[config.mk]
export PLATFORM = sky130hd
export DESIGN_NAME = char_lcd_nibble_write_sequencer_unit
export DESIGN_NICKNAME = d
export VERILOG_FILES = /design/src/sv/clnws_pkg.sv /design/src/sv/char_lcd_nibble_write_sequencer_unit.sv /design/src/sv/clnws_front.sv /design/src/sv/clnws_queue.sv /design/src/sv/clnws_back.sv
export SDC_FILE = /design/constraint.sdc
export NUM_CORES = 1
export LEC_CHECK = 0
export BUFFER_PORTS_ARGS = -buffer_cell sky130_fd_sc_hd__buf_4
export CAP_MARGIN = 40
export CORE_ASPECT_RATIO = 0.75
export CORE_MARGIN = 2
export CORE_UTILIZATION = 45
export CTS_BUF_LIST = sky130_fd_sc_hd__clkbuf_8
export CTS_CLUSTER_SIZE = 12
export DETAILED_ROUTE_END_ITERATION = 7
export HOLD_SLACK_MARGIN = 0.12
export PLACE_DENSITY = 0.78
export SETUP_SLACK_MARGIN = 0.02
export SLEW_MARGIN = 10
export SYNTH_ARGS = -nofsm -noshare
export SYNTH_HDL_FRONTEND = slang
export SYNTH_SLANG_ARGS = --single-unit
[constraint.sdc]
create_clock -name clk_i -period 2.3 [get_ports clk_i]
set_clock_uncertainty 0.2 [all_clocks]
set_input_delay 0.115 -clock clk_i [delete_from_list [all_inputs] [get_ports clk_i]]
set_output_delay 0.115 -clock clk_i [all_outputs]
set_load 0.005 [all_outputs]
[src/sv/clnws_pkg.sv]
`timescale 1ns / 1ps
// ----------------------------------------------------------------------------
// clnws_pkg
// Shared types, codes and pin-state tables for the character LCD nibble
// write sequencer.
// ----------------------------------------------------------------------------
package clnws_pkg;

  localparam int unsigned PULSE_W     = 16;
  localparam int unsigned HOLD_W      = 20;
  localparam int unsigned CFG_IDX_W   = 2;
  localparam int unsigned STEP_W      = 4;
  localparam int unsigned QUEUE_DEPTH = 2;

  localparam logic [PULSE_W-1:0] PULSE_HOLD_RST = 16'd200;
  localparam logic [HOLD_W-1:0]  LONG_HOLD_RST  = 20'd100000;

  localparam logic [CFG_IDX_W-1:0] CFG_PULSE_HOLD = 2'd0;
  localparam logic [CFG_IDX_W-1:0] CFG_LONG_HOLD  = 2'd1;

  localparam logic [STEP_W-1:0] INIT_LAST  = 4'd14;
  localparam logic [STEP_W-1:0] CLEAR_LAST = 4'd8;
  localparam logic [STEP_W-1:0] BYTE_LAST  = 4'd3;

  typedef enum logic [2:0] {
    REQ_INIT  = 3'd0,
    REQ_CLEAR = 3'd1,
    REQ_MOVE  = 3'd2,
    REQ_DATA  = 3'd3,
    REQ_CMD   = 3'd4
  } req_e;

  typedef enum logic [1:0] {
    OP_INIT,
    OP_CLEAR,
    OP_BYTE
  } op_e;

  typedef struct packed {
    op_e        op;
    logic [7:0] data;
    logic       rs;
  } cmd_t;

  typedef struct packed {
    logic [3:0] nib;
    logic       en;
    logic       use_long;
  } pin_t;

  function automatic pin_t byte_pin(logic [7:0] data, logic [STEP_W-1:0] step);
    pin_t p;
    p.nib      = step[1] ? data[3:0] : data[7:4];
    p.en       = ~step[0];
    p.use_long = 1'b0;
    return p;
  endfunction

  function automatic pin_t init_pin(logic [STEP_W-1:0] step);
    pin_t p;
    p.en       = 1'b0;
    p.use_long = 1'b0;
    p.nib      = 4'h0;
    case (step)
      4'd0:  p.use_long = 1'b1;
      4'd1:  begin p.nib = 4'h2; p.en = 1'b1; end
      4'd2:  p.nib = 4'h2;
      4'd3:  begin p.nib = 4'h2; p.en = 1'b1; end
      4'd4:  p.nib = 4'h2;
      4'd5:  begin p.nib = 4'h8; p.en = 1'b1; end
      4'd6:  p.nib = 4'h8;
      4'd7:  p.en = 1'b1;
      4'd8:  p.nib = 4'h0;
      4'd9:  begin p.nib = 4'hC; p.en = 1'b1; end
      4'd10: p.nib = 4'hC;
      4'd11: p.en = 1'b1;
      4'd12: p.nib = 4'h0;
      4'd13: begin p.nib = 4'h6; p.en = 1'b1; end
      4'd14: p.nib = 4'h6;
      default: p.nib = 4'h0;
    endcase
    return p;
  endfunction

  function automatic pin_t clear_pin(logic [STEP_W-1:0] step);
    pin_t p;
    if (step == CLEAR_LAST) begin
      p.nib      = 4'h2;
      p.en       = 1'b0;
      p.use_long = 1'b1;
    end else if (step[2]) begin
      p = byte_pin(8'h02, step);
    end else begin
      p = byte_pin(8'h01, step);
    end
    return p;
  endfunction

endpackage

[src/sv/char_lcd_nibble_write_sequencer_unit.sv]
`timescale 1ns / 1ps
// ----------------------------------------------------------------------------
// char_lcd_nibble_write_sequencer_unit
// Character LCD 4-bit write sequencer: requests in, pin states out.
// ----------------------------------------------------------------------------
// A request (init, clear, cursor move, data character or command byte) is
// transferred on the input channel when in_valid_i is high and in_stall_o is
// low. Each request yields a run of pin states on the output channel, one per
// transfer, the final one flagged by last_o: 15 for init, 9 for clear and 4
// for the byte kinds. Unknown request kinds are taken and dropped.
// The front classifies a request in the cycle it is taken and queues it; the
// back pops it from the queue once idle and emits one pin state per cycle
// while the output is not stalled. Each request passes through the queue
// and the back's command register before its first state is registered.
// The configuration channel writes pulse_hold (index 0) and long_hold
// (index 1) and is always ready. Reset empties the queue, drops any output
// and restores the hold values to 200 and 100000. While out_stall_i
// is high the current state holds; the queue keeps taking requests until full.
// ----------------------------------------------------------------------------
module char_lcd_nibble_write_sequencer_unit #(
  parameter int unsigned QUEUE_DEPTH = clnws_pkg::QUEUE_DEPTH
) (
  input  logic                              clk_i,
  input  logic                              rst_ni,
  input  logic                              in_valid_i,
  output logic                              in_stall_o,
  input  logic [2:0]                        req_type_i,
  input  logic                              row_i,
  input  logic [5:0]                        col_i,
  input  logic [7:0]                        byte_value_i,
  output logic                              out_valid_o,
  input  logic                              out_stall_i,
  output logic [3:0]                        data_nibble_o,
  output logic                              reg_select_o,
  output logic                              enable_o,
  output logic [clnws_pkg::HOLD_W-1:0]      hold_cycles_o,
  output logic                              last_o,
  input  logic                              cfg_valid_i,
  output logic                              cfg_ready_o,
  input  logic [clnws_pkg::CFG_IDX_W-1:0]   cfg_index_i,
  input  logic [clnws_pkg::HOLD_W-1:0]      cfg_data_i
);

  logic [clnws_pkg::PULSE_W-1:0] pulse_hold_q, pulse_hold_d;
  logic [clnws_pkg::HOLD_W-1:0]  long_hold_q, long_hold_d;
  logic                          q_push, q_pop, q_full, q_empty;
  clnws_pkg::cmd_t               push_cmd, pop_cmd;

  assign cfg_ready_o = 1'b1;

  always_comb begin
    pulse_hold_d = pulse_hold_q;
    long_hold_d  = long_hold_q;
    if (cfg_valid_i) begin
      if (cfg_index_i == clnws_pkg::CFG_PULSE_HOLD) begin
        pulse_hold_d = cfg_data_i[clnws_pkg::PULSE_W-1:0];
      end else if (cfg_index_i == clnws_pkg::CFG_LONG_HOLD) begin
        long_hold_d = cfg_data_i;
      end
    end
  end

  always_ff @(posedge clk_i or negedge rst_ni) begin
    if (!rst_ni) begin
      pulse_hold_q <= clnws_pkg::PULSE_HOLD_RST;
      long_hold_q  <= clnws_pkg::LONG_HOLD_RST;
    end else begin
      pulse_hold_q <= pulse_hold_d;
      long_hold_q  <= long_hold_d;
    end
  end

  clnws_front u_front (
    .in_valid_i   (in_valid_i),
    .in_stall_o   (in_stall_o),
    .req_type_i   (req_type_i),
    .row_i        (row_i),
    .col_i        (col_i),
    .byte_value_i (byte_value_i),
    .q_full_i     (q_full),
    .q_push_o     (q_push),
    .q_cmd_o      (push_cmd)
  );

  clnws_queue #(
    .DEPTH (QUEUE_DEPTH)
  ) u_queue (
    .clk_i   (clk_i),
    .rst_ni  (rst_ni),
    .push_i  (q_push),
    .cmd_i   (push_cmd),
    .pop_i   (q_pop),
    .cmd_o   (pop_cmd),
    .full_o  (q_full),
    .empty_o (q_empty)
  );

  clnws_back u_back (
    .clk_i         (clk_i),
    .rst_ni        (rst_ni),
    .pulse_hold_i  (pulse_hold_q),
    .long_hold_i   (long_hold_q),
    .q_empty_i     (q_empty),
    .q_cmd_i       (pop_cmd),
    .q_pop_o       (q_pop),
    .out_valid_o   (out_valid_o),
    .out_stall_i   (out_stall_i),
    .data_nibble_o (data_nibble_o),
    .reg_select_o  (reg_select_o),
    .enable_o      (enable_o),
    .hold_cycles_o (hold_cycles_o),
    .last_o        (last_o)
  );

endmodule

[src/sv/clnws_front.sv]
`timescale 1ns / 1ps
// ----------------------------------------------------------------------------
// clnws_front
// Accepts requests and turns each known kind into a queued command record.
// ----------------------------------------------------------------------------
module clnws_front (
  input  logic                  in_valid_i,
  output logic                  in_stall_o,
  input  logic [2:0]            req_type_i,
  input  logic                  row_i,
  input  logic [5:0]            col_i,
  input  logic [7:0]            byte_value_i,
  input  logic                  q_full_i,
  output logic                  q_push_o,
  output clnws_pkg::cmd_t       q_cmd_o
);

  logic known;

  always_comb begin
    known         = 1'b1;
    q_cmd_o.op    = clnws_pkg::OP_BYTE;
    q_cmd_o.data  = byte_value_i;
    q_cmd_o.rs    = 1'b0;
    unique case (req_type_i)
      clnws_pkg::REQ_INIT:  q_cmd_o.op = clnws_pkg::OP_INIT;
      clnws_pkg::REQ_CLEAR: q_cmd_o.op = clnws_pkg::OP_CLEAR;
      clnws_pkg::REQ_MOVE:  q_cmd_o.data = {1'b1, row_i, col_i};
      clnws_pkg::REQ_DATA:  q_cmd_o.rs = 1'b1;
      clnws_pkg::REQ_CMD:   q_cmd_o.rs = 1'b0;
      default:              known = 1'b0;
    endcase
  end

  assign in_stall_o = q_full_i;
  assign q_push_o   = in_valid_i & ~q_full_i & known;

endmodule

[src/sv/clnws_queue.sv]
`timescale 1ns / 1ps
// ----------------------------------------------------------------------------
// clnws_queue
// Small register queue of command records between front and back.
// ----------------------------------------------------------------------------
module clnws_queue #(
  parameter int unsigned DEPTH = clnws_pkg::QUEUE_DEPTH
) (
  input  logic            clk_i,
  input  logic            rst_ni,
  input  logic            push_i,
  input  clnws_pkg::cmd_t cmd_i,
  input  logic            pop_i,
  output clnws_pkg::cmd_t cmd_o,
  output logic            full_o,
  output logic            empty_o
);

  localparam int unsigned PTR_W = $clog2(DEPTH);
  localparam int unsigned CNT_W = $clog2(DEPTH + 1);

  clnws_pkg::cmd_t mem_q [DEPTH];
  logic [PTR_W-1:0] wr_ptr_q, wr_ptr_d, rd_ptr_q, rd_ptr_d;
  logic [CNT_W-1:0] count_q, count_d;

  always_comb begin
    wr_ptr_d = wr_ptr_q;
    rd_ptr_d = rd_ptr_q;
    count_d  = count_q;
    if (push_i) begin
      wr_ptr_d = (wr_ptr_q == PTR_W'(DEPTH - 1)) ? '0 : wr_ptr_q + 1'b1;
    end
    if (pop_i) begin
      rd_ptr_d = (rd_ptr_q == PTR_W'(DEPTH - 1)) ? '0 : rd_ptr_q + 1'b1;
    end
    if (push_i && !pop_i) begin
      count_d = count_q + 1'b1;
    end else if (pop_i && !push_i) begin
      count_d = count_q - 1'b1;
    end
  end

  always_ff @(posedge clk_i or negedge rst_ni) begin
    if (!rst_ni) begin
      wr_ptr_q <= '0;
      rd_ptr_q <= '0;
      count_q  <= '0;
    end else begin
      wr_ptr_q <= wr_ptr_d;
      rd_ptr_q <= rd_ptr_d;
      count_q  <= count_d;
    end
  end

  always_ff @(posedge clk_i) begin
    if (push_i) begin
      mem_q[wr_ptr_q] <= cmd_i;
    end
  end

  assign cmd_o   = mem_q[rd_ptr_q];
  assign full_o  = (count_q == CNT_W'(DEPTH));
  assign empty_o = (count_q == '0);

endmodule

[src/sv/clnws_back.sv]
`timescale 1ns / 1ps
// ----------------------------------------------------------------------------
// clnws_back
// Walks one command through its pin states, one state per cycle while the
// output is not stalled, into a registered output stage.
// ----------------------------------------------------------------------------
module clnws_back (
  input  logic                                clk_i,
  input  logic                                rst_ni,
  input  logic [clnws_pkg::PULSE_W-1:0]       pulse_hold_i,
  input  logic [clnws_pkg::HOLD_W-1:0]        long_hold_i,
  input  logic                                q_empty_i,
  input  clnws_pkg::cmd_t                     q_cmd_i,
  output logic                                q_pop_o,
  output logic                                out_valid_o,
  input  logic                                out_stall_i,
  output logic [3:0]                          data_nibble_o,
  output logic                                reg_select_o,
  output logic                                enable_o,
  output logic [clnws_pkg::HOLD_W-1:0]        hold_cycles_o,
  output logic                                last_o
);

  logic                             busy_q, busy_d;
  logic [clnws_pkg::STEP_W-1:0]     step_q, step_d;
  clnws_pkg::cmd_t                  rec_q, rec_d;
  logic                             out_valid_q, out_valid_d;
  logic [3:0]                       nib_q, nib_d;
  logic                             rs_q, rs_d;
  logic                             en_q, en_d;
  logic [clnws_pkg::HOLD_W-1:0]     hold_q, hold_d;
  logic                             last_q, last_d;
  clnws_pkg::pin_t                  pin;
  logic [clnws_pkg::STEP_W-1:0]     last_step;
  logic                             is_last;
  logic                             advance;

  always_comb begin
    unique case (rec_q.op)
      clnws_pkg::OP_INIT: begin
        pin       = clnws_pkg::init_pin(step_q);
        last_step = clnws_pkg::INIT_LAST;
      end
      clnws_pkg::OP_CLEAR: begin
        pin       = clnws_pkg::clear_pin(step_q);
        last_step = clnws_pkg::CLEAR_LAST;
      end
      default: begin
        pin       = clnws_pkg::byte_pin(rec_q.data, step_q);
        last_step = clnws_pkg::BYTE_LAST;
      end
    endcase
    is_last = (step_q == last_step);
    advance = busy_q & (~out_valid_q | ~out_stall_i);
    q_pop_o = ~busy_q & ~q_empty_i;

    busy_d      = busy_q;
    step_d      = step_q;
    rec_d       = rec_q;
    out_valid_d = out_valid_q & out_stall_i;
    nib_d       = nib_q;
    rs_d        = rs_q;
    en_d        = en_q;
    hold_d      = hold_q;
    last_d      = last_q;

    if (q_pop_o) begin
      busy_d = 1'b1;
      step_d = '0;
      rec_d  = q_cmd_i;
    end
    if (advance) begin
      out_valid_d = 1'b1;
      nib_d       = pin.nib;
      rs_d        = (rec_q.op == clnws_pkg::OP_BYTE) ? rec_q.rs : 1'b0;
      en_d        = pin.en;
      hold_d      = pin.use_long ? long_hold_i
                                 : {{(clnws_pkg::HOLD_W - clnws_pkg::PULSE_W){1'b0}},
                                    pulse_hold_i};
      last_d      = is_last;
      step_d      = step_q + 1'b1;
      busy_d      = ~is_last;
    end
  end

  always_ff @(posedge clk_i or negedge rst_ni) begin
    if (!rst_ni) begin
      busy_q      <= 1'b0;
      step_q      <= '0;
      out_valid_q <= 1'b0;
    end else begin
      busy_q      <= busy_d;
      step_q      <= step_d;
      out_valid_q <= out_valid_d;
    end
  end

  always_ff @(posedge clk_i) begin
    rec_q  <= rec_d;
    nib_q  <= nib_d;
    rs_q   <= rs_d;
    en_q   <= en_d;
    hold_q <= hold_d;
    last_q <= last_d;
  end

  assign out_valid_o   = out_valid_q;
  assign data_nibble_o = nib_q;
  assign reg_select_o  = rs_q;
  assign enable_o      = en_q;
  assign hold_cycles_o = hold_q;
  assign last_o        = last_q;

  a_step_in_range: assert property (@(posedge clk_i) disable iff (!rst_ni)
    busy_q |-> step_q <= last_step)
    else $error("step counter ran past the end of the command");

  a_pop_only_idle: assert property (@(posedge clk_i) disable iff (!rst_ni)
    q_pop_o |=> busy_q && step_q == '0)
    else $error("queue pop did not start a fresh command");

  a_last_frees: assert property (@(posedge clk_i) disable iff (!rst_ni)
    (advance && is_last) |=> !busy_q && out_valid_q && last_q)
    else $error("final pin state did not release the sequencer");

endmodule
==> summary.txt <==
Status
  • Status: finished, final reports clean

Setup path
  • Startpoint Class: flip-flop
  • Worst EP required: 2.21 ns
  • R2R Setup Slk: 0.1 ns
  • Crit. End Element: flip-flop
  • WS Path Type: reg2reg
  • Arrival time worst endpoint: 2.11 ns
  • Crit Path Max Fanout: 6

Power
  • Total Power: 5.36 mW
  • Pwr Density: 900 nW/um^2
  • Worst VDD drop: 0.434 mV
  • Leak: 2.45 nW

Clocking
  • TritonCTS Buffers: 9
  • Worst-path clk slew: 0.10 ns
  • CTS tree: done
  • Number of cells upsized or downsized after cts: 0
  • H-Tree Depth: 3
  • TritonCTS Sinks: 106
  • CTS Buffer Depth: 2
  • Clk Tree Root Cell: clkbuf_8
  • Clock Latency Late Sink: 0.36 ns

Yosys
  • Cell taking the most area after synthesis: edfxtp_1
  • Cells after Synth: 286
  • Distinct cells, synth: 45
  • Yosys top cell area share: 40.0%
  • Post-synth EDFFs: 60
  • Post-synth top flop: edfxtp_1
  • Asr flop ratio synth: 43.4%
  • Post-Syn Nets: 337
  • Sequential element share of the synthesized area: 65.8%
  • Ys Warns: 0
  • Count leader, synth: edfxtp_1
  • Post-Syn Area per Cell: 15.7 um^2
  • Area contributors post-synth: edfxtp_1 40%, dfrtp_1 21%, mux2_2 14%
  • Post-synth top cells: 60 x edfxtp_1, 54 x mux2_2, 37 x dfrtp_1, 20 x mux2_1, 13 x nor2_1
  • Mapped cell area: 4500 um^2
  • Yosys reg bits: 106

Floorplanning
  • Die Y: 90.6 um
  • Die Width: 120 um
  • Starting Density: 46.5%
  • Rows: 31
  • Die area: 10800 um^2
  • I/O pin cnt: 75
  • Placeable core area: 9700 um^2

GRT
  • Vias in the first global route: 2939
  • Tot GR Track Use: 16.7%
  • Initial antenna violation count: 0
  • First-pass GRT wire length: 14100 um
  • Grt ovf: 0
  • Largest net degree at the start of global routing: 47

Placed design
  • GP Congestion: 0.842
  • Final HPWL DP: 5580 um
  • Buffers on Ports: 73

Route
  • DR vias: 2745
  • Wire per inst: 15.2 um
  • Antenna-violating nets left: 0
  • Drt pass-1 iters: 5
  • Initial DRC count: 123
  • # DRC: 0
  • Top sig layer: met4
  • Met1 WL: 3750 um
  • Total Wirelength: 8490 um
  • Met3 Wirelength: 286 um
  • Vias per cell: 4.93
  • Met2 wire len: 4310 um

Hold path
  • Hold crit path type: in2reg

STA
  • Worst slew margin: 62.0%
  • Fmax: 454 MHz
  • Setup TNS: 0 ns
  • Min cycle time layout: 2.20 ns
  • Max Slew Vio Count: 0
  • Worst-margin pin slew: 0.570 ns
  • RSZ-0062 raised after global routing: false
  • Setup violations, final: 0
  • Final Hold Viols: 0
  • Final period util: 95.7%

Finish
  • Reg area: 2960 um^2
  • Antenna Cells: 0
  • Area grow syn2layout: 32.2%
  • Fin nets: 471
  • Multi-input gate area: 1440 um^2
  • Layout cell share with drive strength beyond 1: 40.5%
  • FILL cells: 780

Job
  • Max cap viols: 0
## final cells by class
class                   instances  share of cell area (%)
flip-flops and latches        106                    49.8
multi-input cells             158                    24.1
repair buffers                134                    19.5
well taps                     132                    2.77
clock buffers                  10                    2.31
clock inverters                 6                   0.777
inverters                      11                   0.693
## power breakdown
group	switching, mW	internal, mW	total (mW)	leakage, nW
Combinational	0.685	0.854	1.54	1.25
Sequential	0.241	2.52	2.76	1.10
Clock	0.628	0.436	1.06	0.0955
Total	1.55	3.81	5.36	2.45
## sequential cells by signal (all words and copies together) (netlist names), 2 cells and up
| register | count |
|---|---|
| u_queue.mem_q | 22 |
| pulse_hold_q | 16 |
| u_back.step_q | 4 |
| u_back.data_nibble_o | 4 |
| u_queue.count_q | 2 |
| long_hold_q | 20 |
| u_back.rec_q | 11 |
| u_back.hold_cycles_o | 20 |
## worst paths after layout
path / from / end / cells past startpoint
setup / recovery: u_back.step_q[0]$_DFFE_PN0P_ / u_back.data_nibble_o[1]$_DFFE_PP_ / 5
hold / removal: cfg_valid_i / long_hold_q[4]$_DFFE_PN0P_ / 4
setup reg to reg: u_back.step_q[0]$_DFFE_PN0P_ / u_back.data_nibble_o[1]$_DFFE_PP_ / 5
hold reg to reg: pulse_hold_q[9]$_DFFE_PN0P_ / pulse_hold_q[9]$_DFFE_PN0P_ / 1
max in group asynchronous: rst_ni / long_hold_q[7]$_DFFE_PN1P_ / 3
min in group asynchronous: rst_ni / long_hold_q[17]$_DFFE_PN0P_ / 3
## logic make-up (layout without fill, tap and decap cells)
family / after synthesis / after routing / synth area share, %
simple gates: 45 / 45 / 5.81
compound gates: 24 / 24 / 4.06
mux: 76 / 76 / 18.9
fa+ha+maj: 6 / 6 / 1.67
buf+inv: 22 / 161 / 2.47
other cells: 1 / 1 / 0.0833
xor+xnor: 6 / 6 / 1.17
flops: 106 / 106 / 65.8
## placed cells by master (no fill, tap or decap), types with 2 or more instances in the layout
cell	synthesis	routed
xor2_1	2	2
dfstp_2	9	9
o21ai_0	2	2
inv_1	11	12
nor2b_1	2	2
buf_4	4	83
dfrtp_1	37	37
and2_1	2	2
nor3b_4	2	2
xnor2_1	4	4
or2_2	3	3
edfxtp_1	60	60
a21oi_1	5	5
a211oi_1	2	2
mux2_1	20	20
o22ai_1	2	2
nand3b_1	4	4
nand3_1	2	2
dlygate4sd3_1	0	48
mux2i_1	2	2
a32o_1	2	2
nand2_1	9	9
inv_6	0	4
o31ai_1	2	2
ha_1	6	6
buf_12	0	3
nor2_1	13	13
mux2_2	54	54
nand2b_1	2	2
clkbuf_8	0	10
## worst max-delay path, stage by stage (launching register included)
cell     delay, ns
dfrtp_1       0.46
inv_1         0.13
ha_1          0.25
or3_1         0.38
a32o_1        0.27
a311o_1       0.27
## metrics by stage
stage	setup WS (ns)	cell area, um^2	util, %	hold WS, ns	cells
global placement	0.215	5270	54.3	-0.0516	492
detailed placement	0.133	5270	54.3	-0.0460	492
CTS	0.0495	5930	61.2	0.202	556
floorplan	0.214	4500	-	-0.381	286
finish	0.0995	5950	61.4	0.213	557
global route	0.0271	5950	61.4	0.227	557
## per-layer routing
layer	global-route usage [%]	up-vias
met4	5.78	0
met1	20.4	1363
met3	3.54	11
li1	-	1319
met2	29.3	52
met5	0	-
## timing repair
action                                  in CTS  in global routing
setup buffers                                0                  1
endpoints found under the setup margin       0                 14
hold buffers                                48                  0
hold endpoints to repair                   118                  0
(Power assumes the default switching activity.)
